### src/hdl/start_length_xor_frame_deframer_core_defines.svh
// Assertion macros shared by the deframer RTL.
`ifndef START_LENGTH_XOR_FRAME_DEFRAMER_CORE_DEFINES_SVH
`define START_LENGTH_XOR_FRAME_DEFRAMER_CORE_DEFINES_SVH

// Same-cycle implication, sampled on clk, off while arst_n is low.
`define SLD_ASSERT_IMP(lbl, ante, cons, msg) \
	lbl: assert property (@(posedge clk) disable iff (!arst_n) (ante) |-> (cons)) \
		else $error(msg);

// Next-cycle implication, sampled on clk, off while arst_n is low.
`define SLD_ASSERT_NXT(lbl, ante, cons, msg) \
	lbl: assert property (@(posedge clk) disable iff (!arst_n) (ante) |=> (cons)) \
		else $error(msg);

`endif

### src/hdl/sld_pkg.sv
// Shared constants, types and state encoding of the frame deframer.
package sld_pkg;

	localparam int MAX_DATA = 60;
	localparam int WIN      = MAX_DATA + 4;
	localparam int HDR      = 3;
	localparam int AW       = 6;
	localparam int FILL_W   = 7;

	localparam logic [7:0] START_RESET = 8'h5B;

	// Request side of one simple dual-port RAM
	typedef struct packed {
		logic          we;
		logic [AW-1:0] waddr;
		logic [7:0]    wdata;
		logic [AW-1:0] raddr;
	} ram_req_t;

	typedef enum logic [2:0] {
		ST_IDLE,
		ST_WALK,
		ST_FIN,
		ST_CMD_RD,
		ST_CMD_CAP,
		ST_DAT_RD,
		ST_DAT_CAP,
		ST_EMPTY
	} sld_state_t;

endpackage

### src/hdl/sld_if.sv
// Valid/ready channel interfaces: received bytes, marker writes, frame results.
interface sld_rx_if;
	logic       valid;
	logic       ready;
	logic [7:0] rx_byte;

	modport source (output valid, output rx_byte, input ready);
	modport sink (input valid, input rx_byte, output ready);
endinterface

interface sld_cfg_if;
	logic       valid;
	logic       ready;
	logic [7:0] start_marker;

	modport source (output valid, output start_marker, input ready);
	modport sink (input valid, input start_marker, output ready);
endinterface

interface sld_res_if;
	logic       valid;
	logic       ready;
	logic [7:0] command_code;
	logic [5:0] data_length;
	logic       data_present;
	logic [7:0] data_value;
	logic [5:0] data_position;
	logic       last_of_frame;

	modport source (
		output valid, output command_code, output data_length, output data_present,
		output data_value, output data_position, output last_of_frame, input ready
	);
	modport sink (
		input valid, input command_code, input data_length, input data_present,
		input data_value, input data_position, input last_of_frame, output ready
	);
endinterface

### src/hdl/start_length_xor_frame_deframer_core.sv
// Top level of the start/length/XOR frame deframer.
//
//   channel  modport  payload                                   transfer when
//   rx       sink     rx_byte                                   valid && ready
//   cfg      sink     start_marker                              valid && ready
//   res      source   command_code, data_length, data_present,  valid && ready
//                     data_value, data_position, last_of_frame
//
// A byte with p (1..63) bytes held is taken, walked over the byte and XOR RAMs, then the
// window is trimmed; the walk is skipped when the window is empty or full.
// A byte that closes a frame starting at entry s ends the walk at s, then the command is read
// and captured, then each data result is read and captured (one result for an empty frame).
// Reset clears the candidate flags at once; RAM contents need no clearing pass.
// rx waits during walk and emission; res stalls hold the sequencer; cfg is always ready.
`include "start_length_xor_frame_deframer_core_defines.svh"

module start_length_xor_frame_deframer_core (
	input  logic      clk,
	input  logic      arst_n,
	sld_rx_if.sink    rx,
	sld_cfg_if.sink   cfg,
	sld_res_if.source res
);

	import sld_pkg::*;

	logic [7:0] marker_q;
	ram_req_t   win_req;
	ram_req_t   xor_req;
	logic [7:0] win_rdata;
	logic [7:0] xor_rdata;

	// Start marker register
	assign cfg.ready = 1'b1;

	always_ff @(posedge clk or negedge arst_n) begin
		if (!arst_n) begin
			marker_q <= START_RESET;
		end else if (cfg.valid && cfg.ready) begin
			marker_q <= cfg.start_marker;
		end
	end

	// Received bytes of the window
	sld_ram #(.WIDTH(8), .DEPTH(WIN)) u_win_ram (
		.clk   (clk),
		.we    (win_req.we),
		.waddr (win_req.waddr),
		.wdata (win_req.wdata),
		.raddr (win_req.raddr),
		.rdata (win_rdata)
	);

	// Running XOR per candidate start
	sld_ram #(.WIDTH(8), .DEPTH(WIN)) u_xor_ram (
		.clk   (clk),
		.we    (xor_req.we),
		.waddr (xor_req.waddr),
		.wdata (xor_req.wdata),
		.raddr (xor_req.raddr),
		.rdata (xor_rdata)
	);

	sld_ctrl u_ctrl (
		.clk       (clk),
		.arst_n    (arst_n),
		.marker    (marker_q),
		.rx        (rx),
		.res       (res),
		.win_req   (win_req),
		.win_rdata (win_rdata),
		.xor_req   (xor_req),
		.xor_rdata (xor_rdata)
	);

	// Checks
	`SLD_ASSERT_IMP(a_win_write_on_rx, win_req.we, rx.valid && rx.ready, "window write without rx transfer")
	`SLD_ASSERT_NXT(a_busy_after_rx, rx.valid && rx.ready, !rx.ready, "rx ready right after a transfer")
	`SLD_ASSERT_IMP(a_empty_frame, res.valid && !res.data_present, res.last_of_frame && res.data_length == 6'd0, "empty frame result malformed")
	`SLD_ASSERT_IMP(a_pos_range, res.valid && res.data_present, res.data_position < res.data_length, "data position beyond length")

endmodule

### src/hdl/sld_ram.sv
// Generic simple dual-port RAM with one write port and a registered read port.
module sld_ram #(
	parameter int WIDTH = 8,
	parameter int DEPTH = 64,
	localparam int AW = $clog2(DEPTH)
) (
	input  logic             clk,
	input  logic             we,
	input  logic [AW-1:0]    waddr,
	input  logic [WIDTH-1:0] wdata,
	input  logic [AW-1:0]    raddr,
	output logic [WIDTH-1:0] rdata
);

	logic [WIDTH-1:0] mem [DEPTH];

	always_ff @(posedge clk) begin
		if (we) begin
			mem[waddr] <= wdata;
		end
		rdata <= mem[raddr];
	end

endmodule

### src/hdl/sld_ctrl.sv
// Sequencer: candidate walk over the window RAMs, window trim, frame emission.
module sld_ctrl (
	input  logic              clk,
	input  logic              arst_n,
	input  logic [7:0]        marker,
	sld_rx_if.sink            rx,
	sld_res_if.source         res,
	output sld_pkg::ram_req_t win_req,
	input  logic [7:0]        win_rdata,
	output sld_pkg::ram_req_t xor_req,
	input  logic [7:0]        xor_rdata
);

	import sld_pkg::*;

	sld_state_t state_q, state_d;

	// Window bookkeeping: circular buffer starting at base_q
	logic [FILL_W-1:0] fill_q;
	logic [AW-1:0]     base_q;
	logic [WIN-1:0]    live_q;

	// Current item
	logic [7:0]    b_q;
	logic          mark_q;
	logic [AW-1:0] p_q;

	// Walk issue counter and compare stage
	logic [AW-1:0] iss_q;
	logic          vld_s1;
	logic [AW-1:0] a_s1;
	logic [AW-1:0] s_s1;
	logic          surv_q;
	logic [AW-1:0] first_q;

	// Emission
	logic [AW-1:0] acc_q;
	logic [5:0]    len_q;
	logic [5:0]    k_q;
	logic [7:0]    cmd_q;

	// Output register
	logic       ovld_q;
	logic [7:0] o_cmd_q;
	logic [5:0] o_len_q;
	logic       o_pres_q;
	logic [7:0] o_val_q;
	logic [5:0] o_pos_q;
	logic       o_last_q;

	logic           accept;
	logic [AW-1:0]  p_next;
	logic [AW-1:0]  p_phys;
	logic           is_mark;
	logic [WIN-1:0] live_acc;
	logic           issue;
	logic           out_free;
	logic           load_dat;
	logic           load_empty;
	logic           walk_done;
	logic [AW-1:0]  trim;

	// Compare stage results
	logic [AW-1:0] d_s1;
	logic          live_s1;
	logic          kill_s1;
	logic          upd_s1;
	logic          match_s1;
	logic          found_s1;
	logic          surv_s1;

	assign rx.ready = (state_q == ST_IDLE);
	assign accept   = rx.valid && rx.ready;
	assign p_next   = fill_q[FILL_W-1] ? '0 : fill_q[AW-1:0];
	assign p_phys   = base_q + p_next;
	assign is_mark  = (rx.rx_byte == marker);
	assign out_free = !ovld_q || res.ready;

	// Live flags on arrival: a full window is flushed, a marker opens a candidate
	always_comb begin
		live_acc = fill_q[FILL_W-1] ? '0 : live_q;
		if (is_mark) begin
			live_acc[p_phys] = 1'b1;
		end
	end

	// Candidate update for the entry in the compare stage
	always_comb begin
		d_s1     = p_q - s_s1;
		live_s1  = live_q[a_s1];
		kill_s1  = 1'b0;
		upd_s1   = 1'b0;
		match_s1 = 1'b0;
		if (d_s1 == AW'(1)) begin
			upd_s1 = 1'b1;
		end else if (d_s1 == AW'(2)) begin
			kill_s1 = (b_q > 8'(MAX_DATA));
			upd_s1  = !kill_s1;
		end else if ({3'b000, d_s1} >= ({1'b0, win_rdata} + 9'(HDR))) begin
			match_s1 = ({3'b000, d_s1} == ({1'b0, win_rdata} + 9'(HDR)))
				&& (xor_rdata == b_q);
			kill_s1  = 1'b1;
		end else begin
			upd_s1 = 1'b1;
		end
		found_s1 = vld_s1 && live_s1 && match_s1;
		surv_s1  = vld_s1 && live_s1 && !kill_s1;
	end

	assign walk_done = vld_s1 && (s_s1 == p_q - AW'(1));
	assign trim      = surv_q ? first_q : p_q;

	// Next state and strobes
	always_comb begin
		state_d    = state_q;
		issue      = 1'b0;
		load_dat   = 1'b0;
		load_empty = 1'b0;
		case (state_q)
			ST_IDLE: begin
				if (accept) begin
					state_d = (p_next == '0) ? ST_FIN : ST_WALK;
				end
			end
			ST_WALK: begin
				issue = (iss_q < p_q);
				if (found_s1) begin
					state_d = ST_CMD_RD;
				end else if (walk_done) begin
					state_d = ST_FIN;
				end
			end
			ST_FIN: begin
				state_d = ST_IDLE;
			end
			ST_CMD_RD: begin
				state_d = ST_CMD_CAP;
			end
			ST_CMD_CAP: begin
				state_d = (len_q == '0) ? ST_EMPTY : ST_DAT_RD;
			end
			ST_DAT_RD: begin
				if (out_free) begin
					state_d = ST_DAT_CAP;
				end
			end
			ST_DAT_CAP: begin
				load_dat = 1'b1;
				state_d  = (k_q == len_q - 6'd1) ? ST_IDLE : ST_DAT_RD;
			end
			ST_EMPTY: begin
				if (out_free) begin
					load_empty = 1'b1;
					state_d    = ST_IDLE;
				end
			end
			default: begin
				state_d = ST_IDLE;
			end
		endcase
	end

	// RAM requests
	always_comb begin
		win_req.we    = accept;
		win_req.waddr = p_phys;
		win_req.wdata = rx.rx_byte;
		case (state_q)
			ST_WALK:   win_req.raddr = base_q + iss_q + AW'(2);
			ST_CMD_RD: win_req.raddr = acc_q + AW'(1);
			default:   win_req.raddr = acc_q + AW'(HDR) + k_q;
		endcase

		xor_req.raddr = base_q + iss_q;
		if (accept) begin
			xor_req.we    = 1'b1;
			xor_req.waddr = p_phys;
			xor_req.wdata = rx.rx_byte;
		end else begin
			xor_req.we    = (state_q == ST_WALK) && vld_s1 && live_s1 && upd_s1;
			xor_req.waddr = a_s1;
			xor_req.wdata = xor_rdata ^ b_q;
		end
	end

	always_ff @(posedge clk or negedge arst_n) begin
		if (!arst_n) begin
			state_q <= ST_IDLE;
		end else begin
			state_q <= state_d;
		end
	end

	// Window, walk and emission registers
	always_ff @(posedge clk or negedge arst_n) begin
		if (!arst_n) begin
			fill_q <= '0;
			base_q <= '0;
			live_q <= '0;
			iss_q  <= '0;
			vld_s1 <= 1'b0;
			surv_q <= 1'b0;
			k_q    <= '0;
		end else begin
			if (accept) begin
				b_q    <= rx.rx_byte;
				mark_q <= is_mark;
				p_q    <= p_next;
				fill_q <= {1'b0, p_next} + FILL_W'(1);
				live_q <= live_acc;
				iss_q  <= '0;
				surv_q <= 1'b0;
			end
			if (state_q == ST_WALK) begin
				vld_s1 <= issue && !found_s1;
				if (issue) begin
					a_s1  <= base_q + iss_q;
					s_s1  <= iss_q;
					iss_q <= iss_q + AW'(1);
				end
				if (found_s1) begin
					acc_q  <= a_s1;
					len_q  <= win_rdata[5:0];
					k_q    <= '0;
					live_q <= '0;
					fill_q <= '0;
				end else if (vld_s1 && live_s1 && kill_s1) begin
					live_q[a_s1] <= 1'b0;
				end
				if (surv_s1 && !surv_q) begin
					surv_q  <= 1'b1;
					first_q <= s_s1;
				end
			end
			// Trim to the earliest pending candidate, or empty the window
			if (state_q == ST_FIN) begin
				if (surv_q || mark_q) begin
					base_q <= base_q + trim;
					fill_q <= {1'b0, p_q} + FILL_W'(1) - {1'b0, trim};
				end else begin
					fill_q <= '0;
					live_q <= '0;
				end
			end
			if (state_q == ST_CMD_CAP) begin
				cmd_q <= win_rdata;
			end
			if (load_dat) begin
				k_q <= k_q + 6'd1;
			end
		end
	end

	// Output register
	always_ff @(posedge clk or negedge arst_n) begin
		if (!arst_n) begin
			ovld_q <= 1'b0;
		end else if (load_dat || load_empty) begin
			ovld_q <= 1'b1;
		end else if (res.ready) begin
			ovld_q <= 1'b0;
		end
	end

	always_ff @(posedge clk) begin
		if (load_dat) begin
			o_cmd_q  <= cmd_q;
			o_len_q  <= len_q;
			o_pres_q <= 1'b1;
			o_val_q  <= win_rdata;
			o_pos_q  <= k_q;
			o_last_q <= (k_q == len_q - 6'd1);
		end else if (load_empty) begin
			o_cmd_q  <= cmd_q;
			o_len_q  <= '0;
			o_pres_q <= 1'b0;
			o_val_q  <= '0;
			o_pos_q  <= '0;
			o_last_q <= 1'b1;
		end
	end

	assign res.valid         = ovld_q;
	assign res.command_code  = o_cmd_q;
	assign res.data_length   = o_len_q;
	assign res.data_present  = o_pres_q;
	assign res.data_value    = o_val_q;
	assign res.data_position = o_pos_q;
	assign res.last_of_frame = o_last_q;

endmodule
### src/flat_wrapper.sv
// flat-port wrapper written by rule: the top's interface ports become plain ports
module start_length_xor_frame_deframer_core_flat import sld_pkg::*;
  (clk, arst_n, rx_valid, rx_rx_byte, rx_ready, cfg_valid, cfg_start_marker, cfg_ready, res_valid, res_command_code, res_data_length, res_data_present, res_data_value, res_data_position, res_last_of_frame, res_ready);
  sld_rx_if rx_i ();
  sld_cfg_if cfg_i ();
  sld_res_if res_i ();
  input  logic clk;
  input  logic arst_n;
  input wire logic [$bits(rx_i.valid)-1:0] rx_valid;
  input wire logic [$bits(rx_i.rx_byte)-1:0] rx_rx_byte;
  output wire logic [$bits(rx_i.ready)-1:0] rx_ready;
  input wire logic [$bits(cfg_i.valid)-1:0] cfg_valid;
  input wire logic [$bits(cfg_i.start_marker)-1:0] cfg_start_marker;
  output wire logic [$bits(cfg_i.ready)-1:0] cfg_ready;
  output wire logic [$bits(res_i.valid)-1:0] res_valid;
  output wire logic [$bits(res_i.command_code)-1:0] res_command_code;
  output wire logic [$bits(res_i.data_length)-1:0] res_data_length;
  output wire logic [$bits(res_i.data_present)-1:0] res_data_present;
  output wire logic [$bits(res_i.data_value)-1:0] res_data_value;
  output wire logic [$bits(res_i.data_position)-1:0] res_data_position;
  output wire logic [$bits(res_i.last_of_frame)-1:0] res_last_of_frame;
  input wire logic [$bits(res_i.ready)-1:0] res_ready;
  assign rx_i.valid = rx_valid;
  assign rx_i.rx_byte = rx_rx_byte;
  assign rx_ready = rx_i.ready;
  assign cfg_i.valid = cfg_valid;
  assign cfg_i.start_marker = cfg_start_marker;
  assign cfg_ready = cfg_i.ready;
  assign res_valid = res_i.valid;
  assign res_command_code = res_i.command_code;
  assign res_data_length = res_i.data_length;
  assign res_data_present = res_i.data_present;
  assign res_data_value = res_i.data_value;
  assign res_data_position = res_i.data_position;
  assign res_last_of_frame = res_i.last_of_frame;
  assign res_i.ready = res_ready;
  start_length_xor_frame_deframer_core u_core (.clk(clk), .arst_n(arst_n), .rx(rx_i), .cfg(cfg_i), .res(res_i));
endmodule
### config.mk
export PLATFORM = sky130hd
export DESIGN_NAME = start_length_xor_frame_deframer_core_flat
export DESIGN_NICKNAME = d
export VERILOG_FILES = /design/src/hdl/sld_pkg.sv /design/src/hdl/sld_if.sv /design/src/hdl/start_length_xor_frame_deframer_core.sv /design/src/hdl/sld_ram.sv /design/src/hdl/sld_ctrl.sv /design/src/flat_wrapper.sv
export VERILOG_INCLUDE_DIRS = /design/src /design/src/hdl
export SDC_FILE = /design/constraint.sdc
export NUM_CORES = 2
export LEC_CHECK = 0
export ABC_AREA = 1
export BUFFER_PORTS_ARGS = -buffer_cell sky130_fd_sc_hd__buf_2
export CORE_UTILIZATION = 46
export CTS_CLUSTER_DIAMETER = 80
export DETAILED_ROUTE_END_ITERATION = 8
export PLACE_DENSITY = 0.71
export RECOVER_POWER = 50
export SYNTH_ARGS = -nofsm -noshare
export SYNTH_HDL_FRONTEND = slang
export SYNTH_SLANG_ARGS = --single-unit
### constraint.sdc
create_clock -name clk -period 14.85 [get_ports clk]
set_clock_uncertainty 0.2 [all_clocks]
set_input_delay 0.7425 -clock clk [delete_from_list [all_inputs] [get_ports clk]]
set_output_delay 0.7425 -clock clk [all_outputs]
set_load 0.01 [all_outputs]
==> flow_metrics.py <==
metrics = {
    "placement": {
        "placed_area_sq_um": 56700,
        "gp_congestion": 0.887,
        "place_inst": 6580,
        "dp_slack_ps": 9870,
        "hpwl_mm": 86.8,
        "port_buffers": 52,
    },
    "power_and_ir_drop": {
        "powerDensity_nw_per_um2": 242,
        "cellLeakagePower_nw": 22.2,
        "finalPower_mw": 14.6,
        "ir_worst_vdd_uv": 257,
    },
    "run_status": {
        "violations": "max-capacitance violations, max-slew violations",
        "status": "complete, but fails checks",
    },
    "floorplanning": {
        "dieArea_sq_um": 121000,
        "num_rows": 126,
        "placeableCoreArea_sq_um": 118000,
        "num_io_pins": 54,
        "start_util": 0.465,
        "die_h_um": 348,
        "die_w_um": 348,
    },
    "synthesis": {
        "ys_seq_area_frac": 0.656,
        "syn_inst": 5152,
        "ys_ff_latch": 1226,
        "synth.top_cell.area_share": 0.603,
        "synth.yosys.warnings": 0,
        "async_flop_share": 0.0840,
        "synth_area_per_cell_sq_um": 10.7,
        "synth_edf_count": 1106,
        "syn_area_sq_um": 55100,
        "ys_types": 62,
        "syn_nets": 5240,
        "synth_flop_cell": "edfxtp_1",
        "synth_area_leaders": "edfxtp_1 60%, nand2_1 7.4%, dfrtp_1 4.5%, nor2_1 4.0%, o211ai_1 3.6%",
        "yosysTopAreaCell": "edfxtp_1",
    },
    "detailed_routing": {
        "vias_per_cell": 5.67,
        "wirelength_mm": 143,
        "wl_per_cell_um": 21.1,
        "drt-initial-drc-count": 4551,
        "ant_nets": 0,
        "first_pass_iters": 8,
        "drc": 0,
        "vias": 38583,
    },
    "worst_setup_path": {
        "reg2reg_setup_slack_ps": 6540,
        "cp.required_ps": 14660,
        "crit_path_max_fanout": 64,
        "startpoint_type": "flop",
        "r2r_cells": 8,
        "arrival_ps": 8130,
        "critPathCaptureType": "flop",
        "r2r-start": "u_core.u_ctrl.state_q[1]",
        "crit_type": "flop to flop",
        "regToRegEndpoint": "u_core.u_xor_ram.mem[39][1]",
    },
    "final_layout": {
        "fillers": 10214,
        "multiInputGateArea_sq_um": 15900,
        "mostFrequentLayoutCells": "1106 x edfxtp_1, 1086 x nand2_1, 593 x nor2_1",
        "nets": 5192,
        "area_delta_synth_final_pct": 9.71,
        "seq_area_sq_um": 36100,
        "final_common_cell": "edfxtp_1",
        "drive_above_1_share": 0.0679,
        "stdcell_count": 6805,
        "design_area_sq_um": 60500,
        "post-route-util": 0.511,
    },
    "global_routing": {
        "grt_pass1_vias": 36640,
        "gr-usage-all-layers": 0.234,
        "grt_max_degree": 283,
        "grt_pass1_wl_mm": 219,
        "grt_overflow": 0,
        "antenna_found_initial": 11,
    },
    "cts": {
        "cts-resized-gates": 0,
        "htreeDepth": 3,
        "cts_sinks": 1226,
        "insertion_delay_ps": 720,
        "cts_root_buf": "clkbuf_16",
        "cts_tree": "done",
        "clockBufferDepth": 3,
        "clk_pin_slew_ps": 60,
        "cts_made_buffers": 118,
    },
    "sta": {
        "finalCritPeriodShare": 0.560,
        "period_needed_ps": 8310,
        "finalWorstSetupSlack_ps": 6540,
        "setup_violations": 0,
        "slew_violations": 1463,
        "final.setup.tns_ps": 0,
        "maxSlewHeadroom": -1.46,
        "fmax_mhz": 120,
        "hold_viol_final": 0,
        "hold-worst-slack_ps": 161,
        "worstMarginPinSlew_ps": 3700,
        "rsz0062_at_grt": "false",
    },
    "job": {
        "maxCapViolCount": 25,
    },
    "worst_hold_path": {
        "hold_start": "res_ready",
        "hold_class": "input port to flop",
        "hold_path_depth": 4,
        "min_to": "u_core.u_ctrl.res.valid",
    },
}
[layer usage]
layer	global-route usage	wire length, um	vias to the layer above
li1	-	-	17799
met1	0.317	57200	18522
met2	0.368	66400	1915
met3	0.0506	14500	337
met4	0.0898	5170	10
met5	0	56	-
[area by class of cell]
type | instances | area share
clock buffers | 145 | 0.0517
inverters | 477 | 0.0297
diodes | 5 | 0.000207
repair buffers | 127 | 0.0114
flip-flops and latches | 1226 | 0.598
multi-input cells | 3154 | 0.263
well taps | 1600 | 0.0331
clock inverters | 71 | 0.0134
[power by group]
group          total [mW]  internal [mW]  switching [mW]  leakage, nW
Sequential           4.51           4.36           0.152         11.5
Combinational        7.04           1.79            5.25         8.78
Clock                3.06           1.76            1.30         1.92
Total                14.6           7.91            6.70         22.2
[cell families after synthesis]
kind of cell,after synthesis,share of synthesized area
muxes,1,0.000182
adders and majority gates,67,0.0160
xor gates and xnor gates,40,0.00684
DFF,1226,0.656
AOI/OAI and AO/OA,810,0.0912
buffers and inverters,772,0.0588
other,1,0.0000681
and+or+nand+nor,2235,0.171
[synthesized netlist by cell type, types with 3 or more instances]
library cell	count
nor4_1	3
nor2_4	3
a21boi_0	3
buf_1	19
nor4_2	6
or2_0	6
buf_6	16
nand2_2	8
edfxtp_1	1106
o21ai_0	336
or2_2	9
a31oi_1	9
nor2_1	594
nand3b_1	3
nand2_1	1087
nor2_2	34
o21ai_1	15
or2_1	4
nand3_1	359
clkbuf_1	126
buf_4	21
o221ai_1	28
o22ai_1	109
dfrtp_1	98
buf_2	113
dfxtp_1	17
fa_1	6
xor2_1	27
a21oi_1	29
dfstp_2	5
inv_1	464
nand2_4	3
o211ai_1	264
xnor2_1	11
inv_2	12
o21ai_2	3
ha_1	61
nor3_1	46
nor3_2	12
nand4_1	52
[worst max-delay path by stage]
| stage | slack, ps | endpoint | startpoint |
|---|---|---|---|
| after floorplan | 9960 | u_core.u_xor_ram.mem[0][0] | u_core.u_ctrl.state_q[1] |
| after global placement | 9910 | u_core.u_win_ram.rdata[2] | u_core.u_ctrl.iss_q[0] |
| after detailed placement | 9870 | u_core.u_win_ram.rdata[2] | u_core.u_ctrl.base_q[0] |
| after CTS | 9850 | u_core.u_win_ram.rdata[2] | u_core.u_ctrl.base_q[0] |
| after global routing | 6010 | u_core.u_xor_ram.mem[13][1] | u_core.u_ctrl.state_q[1] |
| final | 6540 | u_core.u_xor_ram.mem[39][1] | u_core.u_ctrl.state_q[1] |
[sequential cells by signal, summed over array words and instances, names as in the netlist, 7 cells and up]
signal	cells
u_core.u_ctrl.res.command_code	8
u_core.u_xor_ram.mem	512
u_core.u_win_ram.rdata	8
u_core.marker_q	8
u_core.u_ctrl.cmd_q	8
u_core.u_ctrl.b_q	8
u_core.u_xor_ram.rdata	8
u_core.u_ctrl.fill_q	7
u_core.u_win_ram.mem	512
u_core.u_ctrl.res.data_value	8
u_core.u_ctrl.live_q	64
[critical path: stages, from the launching register on]
cell and delay, ps:
dfrtp_1 500, inv_1 210, nand2_1 120, inv_1 90
nand2_1 1960, clkbuf_1 1790, nand2_1 110, o21ai_0 160
clkbuf_1 2370
[what timing repair did]
| item | 4_1_cts | 5_1_grt |
|---|---|---|
| endpoints found under the setup margin | 0 | 0 |
| hold endpoints to repair | 34 | 0 |
| hold buffers | 1 | 0 |
| buffers inserted | 0 | 0 |
Note: power is estimated with default switching activity, not from simulation.
